[config.mk]
export PLATFORM = sky130hd
export DESIGN_NAME = slo_div_stage
export DESIGN_NICKNAME = d
export VERILOG_FILES = /design/src/hw/rtl/strided_layout_offset_core_assert.svh /design/src/hw/rtl/slo_pkg.sv /design/src/hw/rtl/slo_div_stage.sv
export SDC_FILE = /design/constraint.sdc
export NUM_CORES = 1
export LEC_CHECK = 0
export ABC_CLOCK_PERIOD_IN_PS = 10800
export BUFFER_PORTS_ARGS = -buffer_cell sky130_fd_sc_hd__buf_2
export CAP_MARGIN = 30
export CORE_AREA = 3 3 165 167
export DETAILED_ROUTE_END_ITERATION = 12
export DIE_AREA = 0 0 168 170
export PLACE_DENSITY = 0.65
export SLEW_MARGIN = 40
export SYNTH_ARGS = -nofsm -noshare
export SYNTH_HDL_FRONTEND = slang
export SYNTH_SLANG_ARGS = --single-unit
[constraint.sdc]
create_clock -name i_clk -period 10.8 [get_ports i_clk]
set_input_delay 0 -clock i_clk [delete_from_list [all_inputs] [get_ports i_clk]]
set_output_delay 0 -clock i_clk [all_outputs]
set_load 0.02 [all_outputs]
[src/hw/rtl/strided_layout_offset_core_assert.svh]
// ----------------------------------------------------------------------------
// Assertion macros for the strided layout offset core
// Shared concurrent assertion forms; they are empty when ASSERT_OFF is set.
// ----------------------------------------------------------------------------
`ifndef STRIDED_LAYOUT_OFFSET_CORE_ASSERT_SVH
`define STRIDED_LAYOUT_OFFSET_CORE_ASSERT_SVH
`ifndef ASSERT_OFF
// Same-cycle implication, disabled while reset is asserted.
`define SLO_ASSERT_IMPL(lbl, clk, rst_n, ante, cons) \
    lbl: assert property (@(posedge clk) disable iff (!rst_n) (ante) |-> (cons)) \
        else $error("assertion failed");
// Next-cycle implication, disabled while reset is asserted.
`define SLO_ASSERT_NEXT(lbl, clk, rst_n, ante, cons) \
    lbl: assert property (@(posedge clk) disable iff (!rst_n) (ante) |=> (cons)) \
        else $error("assertion failed");
`else
`define SLO_ASSERT_IMPL(lbl, clk, rst_n, ante, cons)
`define SLO_ASSERT_NEXT(lbl, clk, rst_n, ante, cons)
`endif
`endif

[src/hw/rtl/slo_pkg.sv]
// ----------------------------------------------------------------------------
// Strided layout offset package
// Shared widths, codes and the word that travels down the divider pipeline.
// ----------------------------------------------------------------------------
package slo_pkg;

    localparam int SLO_MODES      = 4;
    localparam int SLO_KEY_W      = 48;
    localparam int SLO_EXT_W      = 16;
    localparam int SLO_STEP_W     = 32;
    localparam int SLO_COORD_W    = 17;
    localparam int SLO_OFS_W      = 64;
    localparam int SLO_STAGE_BITS = 4;
    localparam int SLO_DIV_STAGES = SLO_KEY_W / SLO_STAGE_BITS;
    localparam int SLO_PROD_W     = SLO_STEP_W + SLO_COORD_W;

    localparam logic [1:0] ERR_OK    = 2'd0;
    localparam logic [1:0] ERR_KEY   = 2'd1;
    localparam logic [1:0] ERR_COORD = 2'd2;

    localparam logic [2:0] CFG_SIZE0 = 3'd0;
    localparam logic [2:0] CFG_SIZE1 = 3'd1;
    localparam logic [2:0] CFG_SIZE2 = 3'd2;
    localparam logic [2:0] CFG_SIZE3 = 3'd3;
    localparam logic [2:0] CFG_STEP0 = 3'd4;
    localparam logic [2:0] CFG_STEP1 = 3'd5;
    localparam logic [2:0] CFG_STEP2 = 3'd6;
    localparam logic [2:0] CFG_STEP3 = 3'd7;

    typedef logic [SLO_MODES-1:0][SLO_EXT_W-1:0]  t_slo_ext;
    typedef logic [SLO_MODES-1:0][SLO_STEP_W-1:0] t_slo_step;

    typedef struct packed {
        logic                                   valid;
        logic                                   mode;
        logic                                   neg;
        logic [2:0]                             cnt;
        logic [SLO_MODES-1:0][SLO_COORD_W-1:0]  coord;
        logic [SLO_KEY_W-1:0]                   work;
        logic [SLO_EXT_W-1:0]                   rem;
        logic [SLO_MODES-1:0][SLO_EXT_W-1:0]    res;
    } t_slo_item;

endpackage

[src/hw/rtl/slo_div_stage.sv]
// ----------------------------------------------------------------------------
// Divider pipeline stage
// Four restoring division steps of the magnitude key by one mode's extent.
// ----------------------------------------------------------------------------
module slo_div_stage (
    input  logic                              i_clk,
    input  logic                              i_rst_n,
    input  logic [slo_pkg::SLO_EXT_W-1:0]     i_ext,
    input  logic [1:0]                        i_slot,
    input  logic                              i_last,
    input  slo_pkg::t_slo_item                i_item,
    output slo_pkg::t_slo_item                o_item
);

    slo_pkg::t_slo_item r_item;
    slo_pkg::t_slo_item n_item;

    always_comb begin
        logic [slo_pkg::SLO_EXT_W:0] v_trial;
        logic                        v_ge;
        n_item = i_item;
        for (int j = 0; j < slo_pkg::SLO_STAGE_BITS; j++) begin
            v_trial     = {n_item.rem, n_item.work[slo_pkg::SLO_KEY_W-1]};
            v_ge        = (v_trial >= {1'b0, i_ext});
            n_item.work = {n_item.work[slo_pkg::SLO_KEY_W-2:0], v_ge};
            if (v_ge) begin
                v_trial = v_trial - {1'b0, i_ext};
            end
            n_item.rem  = v_trial[slo_pkg::SLO_EXT_W-1:0];
        end
        // At the end of a mode the remainder is parked and the quotient
        // left in work becomes the dividend of the next mode.
        if (i_last) begin
            n_item.res[i_slot] = n_item.rem;
            n_item.rem         = '0;
        end
    end

    always_ff @(posedge i_clk) begin
        if (!i_rst_n) begin
            r_item <= '0;
        end else begin
            r_item <= n_item;
        end
    end

    assign o_item = r_item;

endmodule

==> flow_summary.ini, run 1 <==
[route]
drc = 0
antenna_left = 0
wl_per_cell_um = 20.3
wirelength_um = 40000
num_vias = 9893
via_per_inst = 5.03
drtPass1Iterations = 5
drtIter0Drc = 664

[worst_hold_path]
hold_start = i_rst_n
hold_class = in2reg
min_path_cells = 3
hold_path_end = o_item[20]

[die]
fp-row-count = 59
core_area_um2 = 25900
die_w_um = 168
ios = 425
die-area_um2 = 28600
initial_utilization = 0.375
die_h_um = 170

[setup_path]
cpPeakStageDelay_ps = 560
crit_path_start_kind = input port
cp_slowest_cell = dlygate4sd3_1
worstSetupPathType = in2reg
path_max_fanout = 16
arrival_ps = 10540
endpoint_kind = register
worstPathRequired_ps = 11230

[synth]
synth_area_leaders = dfxtp_1, ha_1, and2_1, o21ai_0, a21oi_1
synth_common_cells = dfxtp_1, and2_1, o21ai_0
synthDistinctLibCells = 63
ys_ff_latch = 202
avgSynthCellArea_um2 = 9.62
synth_area_leader_cell = dfxtp_1
synth.yosys.seq_area_share = 0.416
yosys.cell_count.top_type = dfxtp_1
synth_edf_count = 0
ys_warn_count = 0
yosysTopAreaCellShare = 0.416
syn_nets = 1302
synthCells = 1011
ys.flop_type = dfxtp_1
netlist_area_um2 = 9720
synth-async-reset-ratio = 0

[power_and_ir_drop]
vdd_ir_drop_max_mv = 0.229
p_leak_uw = 0.00703
power.density_nw_per_um2 = 275

[global_route]
grt.met1_usage = 0.314
grt_usage = 0.262
grt_use_met2 = 0.450
met3_usage = 0.0632
busiest_layer = met2
grt_pass1_wl_um = 58400
antenna_found_initial = 9
grt_pass1_vias = 9980
overflow = 0
grt_max_degree = 91

[clock_network]
clk_pin_slew_ps = 60
post_cts_buffers = 0
root_buffer = clkbuf_16
cts_buffers = 22
cts_max_level = 1
cts_sinks = 202
cts_max_path_buffers = 3
tritoncts = yes

[sta]
slew_headroom = 0.510
fin_crit_ps = 10110
setup_violations = 0
fin_tns_setup_ps = 0
hold_viol = 0
slew_violations = 0
hold-worst-slack_ps = 35.3
max_freq_mhz = 98.9
tightestPinTransition_ps = 735
fin_crit_sh = 0.936

[finish]
fin_nets = 1903
final_core_util = 0.569
area_growth_pct = 51.7
drive_gt1_frac = 0.341
largest_reg_flops = 202
fill_cells = 2231

[job]
maxCapViolCount = 0

[placed_design]
gp_congestion = 0.923
portBuffers = 424
dpl.hpwl_um = 28900

[run_status]
status = completed
metal layers:
layer | share of wire | vias to the layer above
met5 | 0 | -
met1 | 0.40 | 4585
met3 | 0.078 | 97
met2 | 0.48 | 467
met4 | 0.045 | 0
li1 | - | 4744
power by group:
group          total (µW)  internal (µW)  leakage [µW]  switching, µW
sequential            864            834       0.00168           30.1
clock                 722            420      0.000333            302
combinational        2470           1020       0.00502           1460
critical path: cells and delay by family:
family	cells	cell delay [ps]
buffers and inverters	8	1760
adders and majority gates	4	1220
and+or+nand+nor	7	1350
AOI/OAI and AO/OA	22	4970
muxes	3	1230
layout by cell type (no fill, tap or decap), drive strengths merged, types with 4 or more instances in the layout:
master / n
mux2i: 18
o31ai: 4
mux2: 27
nand3: 15
dlygate4sd3: 185
o221ai: 8
buf: 438
diode: 9
fa: 4
nor3b: 4
xor2: 14
dfxtp: 202
o21a: 8
nor2b: 12
nand4: 16
ha: 64
o211ai: 7
clkbuf: 31
and3: 4
nand2: 47
a21o: 26
o21bai: 4
nor3: 12
and2: 122
nand2b: 10
nor2: 43
o21ai: 91
xnor2: 34
inv: 37
a211oi: 4
a21oi: 93
per-stage QoR:
stage	power (µW)	std cells	setup WS [ps]	instance area (µm²)
after floorplan	2690	1011	1850	9720
after global placement	3250	1735	794	12200
after detailed placement	3280	1738	666	12200
after CTS	4070	1959	699	14700
after global routing	4290	1966	-2.37	14700
final	4060	1968	690	14800
cell type report:
type,count,area [µm²],area share
clock buffer,31,614,0.0416
tap,335,419,0.0284
timing repair buffer,623,4100,0.278
antenna,9,22.5,0.00153
clock inverter,5,65.1,0.00441
sequential,202,4040,0.274
inverter,36,135,0.00916
multi-input combinational,727,5360,0.363
repair_timing:
action	in CTS	in global routing
endpoints found under the setup margin	0	1
resized for setup	0	1
hold buffers	185	0
hold endpoints to repair	182	0
cells by family after synthesis:
| group | Yosys count | synth area share |
|---|---|---|
| buf+inv | 82 | 0.0351 |
| compound gates | 271 | 0.182 |
| flops | 202 | 0.416 |
| fa+ha+maj | 68 | 0.0906 |
| simple gates | 295 | 0.166 |
| xor+xnor | 48 | 0.0432 |
| mux | 45 | 0.0665 |
how the worst max path moves through the flow:
stage	from	end	slack (ps)	depth (start not counted)
floorplan	i_ext[1]	o_item[18]	1850	44
global placement	i_ext[1]	o_item[70]	790	41
detailed placement	i_ext[1]	o_item[70]	670	43
CTS	i_ext[1]	o_item[18]	700	44
global route	i_ext[1]	o_item[18]	-2	46
finish	i_ext[1]	o_item[18]	690	44
(Power assumes the default switching activity.)
==> run 2: changes to the inputs <==
--- a/config.mk
+++ b/config.mk
@@ -8,10 +8,10 @@
 export ABC_CLOCK_PERIOD_IN_PS = 10800
 export BUFFER_PORTS_ARGS = -buffer_cell sky130_fd_sc_hd__buf_2
 export CAP_MARGIN = 30
-export CORE_AREA = 3 3 165 167
+export CORE_AREA = 5 5 162 164
 export DETAILED_ROUTE_END_ITERATION = 12
-export DIE_AREA = 0 0 168 170
-export PLACE_DENSITY = 0.65
+export DIE_AREA = 0 0 167 169
+export PLACE_DENSITY = 0.69
 export SLEW_MARGIN = 40
 export SYNTH_ARGS = -nofsm -noshare
 export SYNTH_HDL_FRONTEND = slang
==> flow_summary.ini, run 2 (same netlist as run 1, synthesis figures left out) <==
[run_status]
status = completed

[sta]
max_freq_mhz = 100
fin_crit_ps = 9990
fin_tns_setup_ps = 0
hold-worst-slack_ps = 53.9
slew_headroom = 0.454
tightestPinTransition_ps = 818
rsz0062_at_grt = no
fin_crit_sh = 0.925
setup_violations = 0
hold_viol = 0
setup_slack_ps = 814
slew_violations = 0

[placed_design]
dp.cells = 1731
place_area_um2 = 12200
pre_cts_slack_ps = 639
gp_congestion = 0.949
portBuffers = 424
dpl.hpwl_um = 28700

[route]
antenna_left = 0
drtPass1Iterations = 6
num_vias = 10100
wirelength_um = 40500
wl_per_cell_um = 20.6
via_per_inst = 5.14
drtIter0Drc = 865
drc = 0

[setup_path]
crit_path_start_kind = input port
cpPeakStageDelay_ps = 600
arrival_ps = 10390
worstSetupPathType = in2reg
worstPathRequired_ps = 11200
path_max_fanout = 30
crit_start = i_ext[1]
endpoint_kind = register
cp_slowest_cell = dlygate4sd3_1

[die]
die_h_um = 169
core_area_um2 = 24700
initial_utilization = 0.393
ios = 425
die_w_um = 167
fp-row-count = 58
die-area_um2 = 28200

[global_route]
grt_pass1_wl_um = 59900
overflow = 0
grt_pass1_vias = 10200
grt_usage = 0.269
grt_max_degree = 78
antenna_found_initial = 6

[finish]
fin_area_um2 = 14800
final_common_cell = buf_2
fin_cells = 1964
fin_nets = 1908
largest_reg_flops = 202
fill_cells = 2067
drive_gt1_frac = 0.338
area_growth_pct = 52.1
layout_common_cells = buf_2, dfxtp_1, dlygate4sd3_1

[clock_network]
tritoncts = yes
root_buffer = clkbuf_16
cts_max_level = 1
cts_sinks = 202
cts_max_path_buffers = 3
clk_pin_slew_ps = 60
cts_buffers = 22
post_cts_buffers = 0

[job]
maxCapViolCount = 0

[power_and_ir_drop]
p_leak_uw = 0.00707
power.density_nw_per_um2 = 273
vdd_ir_drop_max_mv = 0.284

[worst_hold_path]
hold_start = i_rst_n
hold_class = in2reg
run 2: metal layers:
layer | global-route usage | routed length [µm] | up-vias
met5 | 0 | 13 | -
met4 | 0.146 | 2490 | 2
met3 | 0.0560 | 2890 | 159
met2 | 0.456 | 19200 | 504
met1 | 0.321 | 15900 | 4661
li1 | - | - | 4760
run 2: cell type report:
type                            instances  area, µm²  area share
Multi-Input combinational cell        727       5350       0.362
Timing Repair Buffer                  628       4140       0.280
Sequential cell                       202       4040       0.273
Clock buffer                           31        624      0.0422
Tap cell                              330        413      0.0279
Inverter                               36        135     0.00914
Clock inverter                          7       75.1     0.00508
Antenna cell                            3       7.51    0.000508
run 2: worst paths after layout:
| path | endpoint | slack [ps] | cells past startpoint |
|---|---|---|---|
| hold / removal | o_item[128] | 50 | 2 |
| setup / recovery | o_item[41] | 810 | 44 |
run 2: critical path, delay by kind of cell:
family | cells | cell delay [ps]
AO/OA/AOI/OAI | 22 | 4670
buffers and inverters | 8 | 1850
multiplexers | 4 | 1550
adder cells (fa/ha/maj) | 4 | 1210
AND/OR/NAND/NOR | 6 | 1070
run 2: repair_timing:
item | 4_1_cts | 5_1_grt
resized for setup | 0 | 2
endpoints found under the setup margin | 0 | 9
endpoints found under the hold margin | 182 | 0
hold buffers | 192 | 0
run 2: power breakdown:
| group | internal, µW | total, µW | switching, µW |
|---|---|---|---|
| registers | 834 | 867 | 32.8 |
| clock network | 427 | 731 | 304 |
| logic | 999 | 2440 | 1440 |
| total | 2260 | 4040 | 1780 |
run 2: per-stage QoR:
| stage | utilization | total power (µW) |
|---|---|---|
| CTS | 0.597 | 4010 |
| global placement | 0.491 | 3200 |
| detailed placement | 0.491 | 3210 |
| finish | 0.598 | 4040 |
| floorplan | - | 2690 |
| global route | 0.598 | 4260 |
==> run 3: changes to the inputs <==
--- a/config.mk
+++ b/config.mk
@@ -8,11 +8,12 @@
 export ABC_CLOCK_PERIOD_IN_PS = 10800
 export BUFFER_PORTS_ARGS = -buffer_cell sky130_fd_sc_hd__buf_2
 export CAP_MARGIN = 30
-export CORE_AREA = 5 5 162 164
+export CORE_AREA = 2 2 164 166
 export DETAILED_ROUTE_END_ITERATION = 12
-export DIE_AREA = 0 0 167 169
-export PLACE_DENSITY = 0.69
-export SLEW_MARGIN = 40
+export DIE_AREA = 0 0 166 168
+export PLACE_DENSITY = 0.65
+export SETUP_SLACK_MARGIN = 0.3
+export SLEW_MARGIN = 20
 export SYNTH_ARGS = -nofsm -noshare
 export SYNTH_HDL_FRONTEND = slang
 export SYNTH_SLANG_ARGS = --single-unit
==> flow_summary.ini, run 3 (same netlist as run 1, synthesis figures left out) <==
[clock_network]
cts_sinks = 202
cts_max_path_buffers = 3
tritoncts = yes
cts_max_level = 1
root_buffer = clkbuf_16
post_cts_buffers = 0
clk_pin_slew_ps = 60
cts_buffers = 22

[worst_hold_path]
hold_start = i_rst_n
hold_class = in2reg

[sta]
rsz0062_at_grt = no
slew_violations = 0
tightestPinTransition_ps = 752
max_freq_mhz = 105
fin_crit_ps = 9570
fin_tns_setup_ps = 0
slew_headroom = 0.498
fin_crit_sh = 0.886
hold_viol = 0
setup_violations = 0

[route]
drtIter0Drc = 798
drc = 0
num_vias = 9853
wirelength_um = 38000
drtPass1Iterations = 5
via_per_inst = 5.02
wl_per_cell_um = 19.3
antenna_left = 0

[global_route]
overflow = 0
grt_pass1_wl_um = 56800
grt_pass1_vias = 9810
grt_max_degree = 72
antenna_found_initial = 7
grt_usage = 0.259

[setup_path]
crit_start = i_ext[9]
crit_path_start_kind = input port
cpPeakStageDelay_ps = 490
worstPathRequired_ps = 11220
arrival_ps = 9990
cp_slowest_cell = mux2i_2
endpoint_kind = register
worstSetupPathType = in2reg
path_max_fanout = 30

[placed_design]
portBuffers = 424
dp.cells = 1740
place_area_um2 = 12200
gp_congestion = 0.893
dpl.hpwl_um = 27800

[finish]
fin_nets = 1896
largest_reg_flops = 202
area_growth_pct = 51.5
fin_area_um2 = 14700
drive_gt1_frac = 0.340
final_core_util = 0.559
layout_common_cells = buf_2, dfxtp_1, dlygate4sd3_1
final_common_cell = buf_2
fin_cells = 1963

[die]
initial_utilization = 0.369
ios = 425
die-area_um2 = 27900
die_h_um = 168
die_w_um = 166
core_area_um2 = 26400
fp-row-count = 60

[power_and_ir_drop]
vdd_ir_drop_max_mv = 0.229
power.density_nw_per_um2 = 271
p_leak_uw = 0.00702

[run_status]
status = completed

[job]
maxCapViolCount = 0
-- run 3: worst paths after layout --
kind / endpoint / cells past startpoint / slack (ps)
worst max-delay path: o_item[32] / 41 / 1230
worst min-delay path: o_item[160] / 2 / 20
-- run 3: through the flow --
stage          hold WS, ps  total power, µW  setup slack, ps
2_1_floorplan          127             2690             1850
3_3_place_gp           206             3160              820
3_5_place_dp           209             3170              507
4_1_cts               26.1             4000              952
5_1_grt               52.4             4230              470
6_report              22.6             3990             1230
-- run 3: repair_timing --
item | 4_1_cts | 5_1_grt
endpoints found under the setup margin | 0 | 78
hold buffers | 182 | 0
hold endpoints to repair | 182 | 0
gates resized for setup | 0 | 2
-- run 3: worst max-delay path, delay by kind of cell --
kind	cells	cell delay, ps
buf+inv	5	650
mux	4	1710
compound gates	20	4640
fa+ha+maj	4	1400
simple gates	8	1580
-- run 3: area by class of cell --
cell class	instances	area [µm²]
diodes	3	7.51
clock inverters	6	97.6
inverters	36	135
clock buffers	32	638
fillers	2280	11600
flip-flops and latches	202	4040
repair buffers	616	4020
multi-input cells	727	5360
well taps	341	427
-- run 3: power by group --
| part | switching (µW) | internal [µW] |
|---|---|---|
| Clock | 306 | 458 |
| Combinational | 1370 | 985 |
| Sequential | 33.8 | 834 |
| Total | 1710 | 2280 |
-- run 3: layer usage --
metal / global-route usage / part of all wire / vias to the layer above
li1: - / - / 4728
met1: 0.312 / 0.40 / 4562
met2: 0.446 / 0.48 / 450
met3: 0.0630 / 0.070 / 107
met4: 0.104 / 0.046 / 6
met5: 0 / 0.0011 / -
